## src/hdl/gpc_pkg.sv

```systemverilog
`timescale 1ns / 1ps
// ----------------------------------------------------------------------------
// GPIO pad controller package
// Shared constants, codes and types of the GPIO pad controller.
// ----------------------------------------------------------------------------
package gpc_pkg;

   localparam int NUM_PADS   = 128;
   localparam int PAD_W      = $clog2(NUM_PADS);
   localparam int PADF_W     = 7;
   localparam int STAT_WORDS = 4;
   localparam int STAT_USED  = (NUM_PADS + 31) / 32;

   localparam int CONF_LVL_BIT    = 24;
   localparam int CONF_POS_BIT    = 25;
   localparam int CONF_NEG_BIT    = 26;
   localparam int VAL_IN_EN_N_BIT = 2;
   localparam int VAL_LEVEL_BIT   = 0;

   localparam logic [3:0] REG_CONFIG = 4'h0;
   localparam logic [3:0] REG_EXTRA  = 4'h4;
   localparam logic [3:0] REG_VALUE  = 4'h8;
   localparam logic [2:0] VAL_RESET  = 3'd6;

   typedef enum logic [1:0] {
      OP_READ   = 2'd0,
      OP_WRITE  = 2'd1,
      OP_SAMPLE = 2'd2,
      OP_NONE   = 2'd3
   } op_type;

   typedef struct packed {
      logic capture;
      logic lookup;
      logic update;
   } cmd_type;

   typedef struct packed {
      logic [31:0] cfg_word;
      logic [31:0] extra_word;
      logic [2:0]  value;
      logic        last_level;
   } row_type;

   localparam row_type ROW_RESET = '{cfg_word: 32'd0, extra_word: 32'd0,
                                     value: VAL_RESET, last_level: 1'b0};

endpackage

```

## src/hdl/gpc_ctrl.sv

```systemverilog
`timescale 1ns / 1ps
// ----------------------------------------------------------------------------
// GPIO pad controller sequencer
// Steps each accepted word through pad row lookup and update, and strobes
// the result.
// ----------------------------------------------------------------------------
module gpc_ctrl
   import gpc_pkg::*;
(
   input  logic    clock,
   input  logic    reset,
   input  logic    start,
   output logic    busy,
   output logic    rsp_valid,
   output cmd_type cmd
);

   typedef enum logic [1:0] {
      ST_IDLE,
      ST_LOOKUP,
      ST_UPDATE
   } state_type;

   state_type state_ff, state_in;
   logic      busy_ff, busy_in;
   logic      rsp_valid_ff, rsp_valid_in;

   always_comb begin
      state_in     = state_ff;
      busy_in      = busy_ff;
      rsp_valid_in = 1'b0;
      case (state_ff)
         ST_IDLE: begin
            if (start) begin
               state_in = ST_LOOKUP;
               busy_in  = 1'b1;
            end
         end
         ST_LOOKUP: begin
            state_in = ST_UPDATE;
         end
         ST_UPDATE: begin
            state_in     = ST_IDLE;
            busy_in      = 1'b0;
            rsp_valid_in = 1'b1;
         end
         default: begin
            state_in = ST_IDLE;
            busy_in  = 1'b0;
         end
      endcase
   end

   always_ff @(posedge clock) begin
      if (reset) begin
         state_ff     <= ST_IDLE;
         busy_ff      <= 1'b0;
         rsp_valid_ff <= 1'b0;
      end else begin
         state_ff     <= state_in;
         busy_ff      <= busy_in;
         rsp_valid_ff <= rsp_valid_in;
      end
   end

   assign cmd.capture = start && (state_ff == ST_IDLE);
   assign cmd.lookup  = (state_ff == ST_LOOKUP);
   assign cmd.update  = (state_ff == ST_UPDATE);
   assign busy        = busy_ff;
   assign rsp_valid   = rsp_valid_ff;

endmodule

```

## config.mk

```make
export PLATFORM = sky130hd
export DESIGN_NAME = gpc_ctrl
export DESIGN_NICKNAME = d
export VERILOG_FILES = /design/src/hdl/gpc_pkg.sv /design/src/hdl/gpc_ctrl.sv
export SDC_FILE = /design/constraint.sdc
export NUM_CORES = 1
export LEC_CHECK = 0
export CAP_MARGIN = 20
export CORE_AREA = 5 5 42 44
export DETAILED_ROUTE_END_ITERATION = 12
export DIE_AREA = 0 0 47 49
export DONT_BUFFER_PORTS = 1
export SLEW_MARGIN = 20
export SYNTH_ARGS = -nofsm -noshare
export SYNTH_HDL_FRONTEND = slang
export SYNTH_SLANG_ARGS = --single-unit
```

## constraint.sdc

```tcl
create_clock -name clock -period 1.05 [get_ports clock]
set_input_delay 0.1575 -clock clock [delete_from_list [all_inputs] [get_ports clock]]
set_output_delay 0.1575 -clock clock [all_outputs]
set_load 0.02 [all_outputs]
```

==> results.yml <==
status:
  status: "finished, final reports clean"
clock_network:
  clockBufferDepth: 2
  cts-root-buf: "clkbuf_4"
  cts_buffers: 3
  worstSkewPairLatency_ps: 230
  clk_pin_slew_ps: 40
  htreeDepth: 1
  cts.sinks: 4
  cts_tree: "done"
critical_path:
  critPathTopFamily: "flip-flops"
  path_cells: "nand2b_4, nor2_4, buf_6"
  max_stage_delay_ps: 310
  required_ps: 890
  start_kind: "register"
  crit_path_max_fanout: 4
  worstRegToRegCells: 2
  rr_endpoint: "rsp_valid$_SDFF_PP0_"
  worst_setup_path_end_kind: "output pin"
  r2r-start: "state_ff[1]$_SDFFE_PP0P_"
  slowest_stage: "dfxtp_2"
  path_buf_inv: 1
  worstPathArrival_ps: 890
  criticalPathCategory: "register to output pin"
  r2r_slack_ps: 170
final_layout:
  area_growth_pct: 52.3
  fin_nets: 26
  fill_cells: 162
  n_antenna_cell: 0
  fin_area_um2: 248
  drive_above_1_share: 0.619
placed_design:
  io_buffers: 0
  placed_cell_area_um2: 190
  globalplace.congestion: 0.612
  hpwl_um: 244
synth:
  netlist_instances: 15
  syn_nets: 18
  syn_area_um2: 163
  ys_ff_latch: 4
  yosysSeqAreaShare: 0.492
  synth_warnings: 0
  synthDistinctLibCells: 10
  avgSynthCellArea_um2: 10.8
global_route:
  grt_first_pass_wirelength_um: 627
  grt-ovfl-total: 0
  grtUsageTotal: 0.0479
  grt_pass1_vias: 142
  grt_max_degree: 7
  grt_antenna_before_repair: 0
hold_path:
  holdCritStartpoint: "reset"
  holdPathStages: 1
  hold_path_class: "input port to register"
  hold_end: "rsp_valid$_SDFF_PP0_"
floorplan:
  die_height_um: 49
  num_rows: 14
  die_w_um: 47
  initial_utilization: 0.116
  core_mm2: 0.00140
  boundaryPins: 8
  dieArea_mm2: 0.00230
pwr:
  finalPower_w: 0.000420
  p_leak_nw: 0.106
  cellPowerDensity_mw_per_mm2: 1700
  ir_drop_v: 0.000321
routing:
  wirelength_um: 364
  avgRoutedWirePerCell_um: 9.84
  drtIter0Drc: 1
  viasPerCell: 3.24
  ant_nets: 0
  dr_total_vias: 120
  firstDrtPassIters: 2
  drc: 0
timing:
  period_needed_ps: 1050
  rsz0062_at_grt: "true"
  relSlewSlack: 0.868
  setup_violations: 0
  drv_slew: 0
  finalHoldViolations: 0
  fin_skew_ps: 1.48
  worstMarginPinSlew_ps: 198
  min_period_over_period: 0.996
  timing.fmax_ghz: 0.956
run:
  maxCapViolations: 0
cell usage after synthesis:
| library cell | instances | share of area |
|---|---|---|
| and2b_1 | 2 | 0.092 |
| nor2b_1 | 1 | 0.038 |
| inv_1 | 1 | 0.023 |
| nor3b_1 | 1 | 0.046 |
| dfxtp_1 | 4 | 0.49 |
| nand2b_4 | 1 | 0.085 |
| a211oi_2 | 1 | 0.077 |
| buf_4 | 2 | 0.092 |
| nor2_1 | 1 | 0.023 |
| nor3_1 | 1 | 0.031 |
sequential cells by signal (all words and copies together), names as in the netlist:
name	flops
rsp_valid	1
state_ff	2
busy	1
per-layer routing:
layer	GRT usage	vias to the layer above	wire length (um)
li1	-	59	-
met5	0	-	0
met1	0.0418	50	141
met3	0.0886	0	106
met4	0.0276	0	0
met2	0.0430	11	116
worst max-delay path by stage:
stage / to / startpoint / slack, ps / cells after the start
floorplan: cmd[2] / state_ff[0]$_SDFFE_PP0P_ / 170 / 2
global placement: rsp_valid$_SDFF_PP0_ / state_ff[1]$_SDFFE_PP0P_ / 160 / 2
detailed placement: rsp_valid$_SDFF_PP0_ / state_ff[1]$_SDFFE_PP0P_ / 150 / 2
CTS: cmd[2] / state_ff[0]$_SDFFE_PP0P_ / -6 / 3
global route: cmd[2] / state_ff[0]$_SDFFE_PP0P_ / -50 / 3
finish: cmd[2] / state_ff[0]$_SDFFE_PP0P_ / 4 / 3
final cells by class:
cell class | instances | area, um^2 | area share
sequential | 4 | 85.1 | 0.343
multi-input combinational | 8 | 72.6 | 0.293
timing repair buffer | 5 | 43.8 | 0.177
clock buffer | 3 | 22.5 | 0.0909
tap | 16 | 20.0 | 0.0808
inverter | 1 | 3.75 | 0.0152
timing repair:
item                                    CTS  global route
hold buffers                              1             0
resized for setup                         6             1
endpoints found under the setup margin    3             3
buffers inserted                          1             0
hold endpoints to repair                  3             0
per-stage QoR:
stage / TNS, ps / utilization / cells / hold WS, ps / setup slack, ps
detailed placement: 0 / 0.136 / 32 / 233 / 146
global placement: 0 / 0.136 / 32 / 233 / 158
floorplan: 0 / - / 15 / 230 / 169
finish: 0 / 0.177 / 37 / 116 / 4.10
global route: -68.2 / 0.177 / 37 / 109 / -48.4
CTS: -6.26 / 0.175 / 37 / 105 / -6.26
power by group:
group          total (W)  internal, W  switching, W  leakage, nW
registers       0.000168     0.000160    0.00000778       0.0339
clock network   0.000190     0.000128     0.0000622       0.0138
logic          0.0000621    0.0000328     0.0000293       0.0580
placed cells by master (no fill, tap or decap), drive strengths merged:
master	count
nor3b	1
nor3	1
dlygate4sd3	1
inv	1
clkbuf	3
and2b	2
a211oi	1
nand2b	1
buf	4
dfxtp	4
nor2b	1
nor2	1
kinds of logic (layout without fill, tap and decap cells):
kind of cell | count (synthesis) | after routing | synth area share
AND/OR/NAND/NOR | 7 | 7 | 0.315
flip-flops | 4 | 4 | 0.492
buffers and inverters | 3 | 9 | 0.115
AO/OA/AOI/OAI | 1 | 1 | 0.0769
No activity file was read; power rests on OpenSTA's default activity.
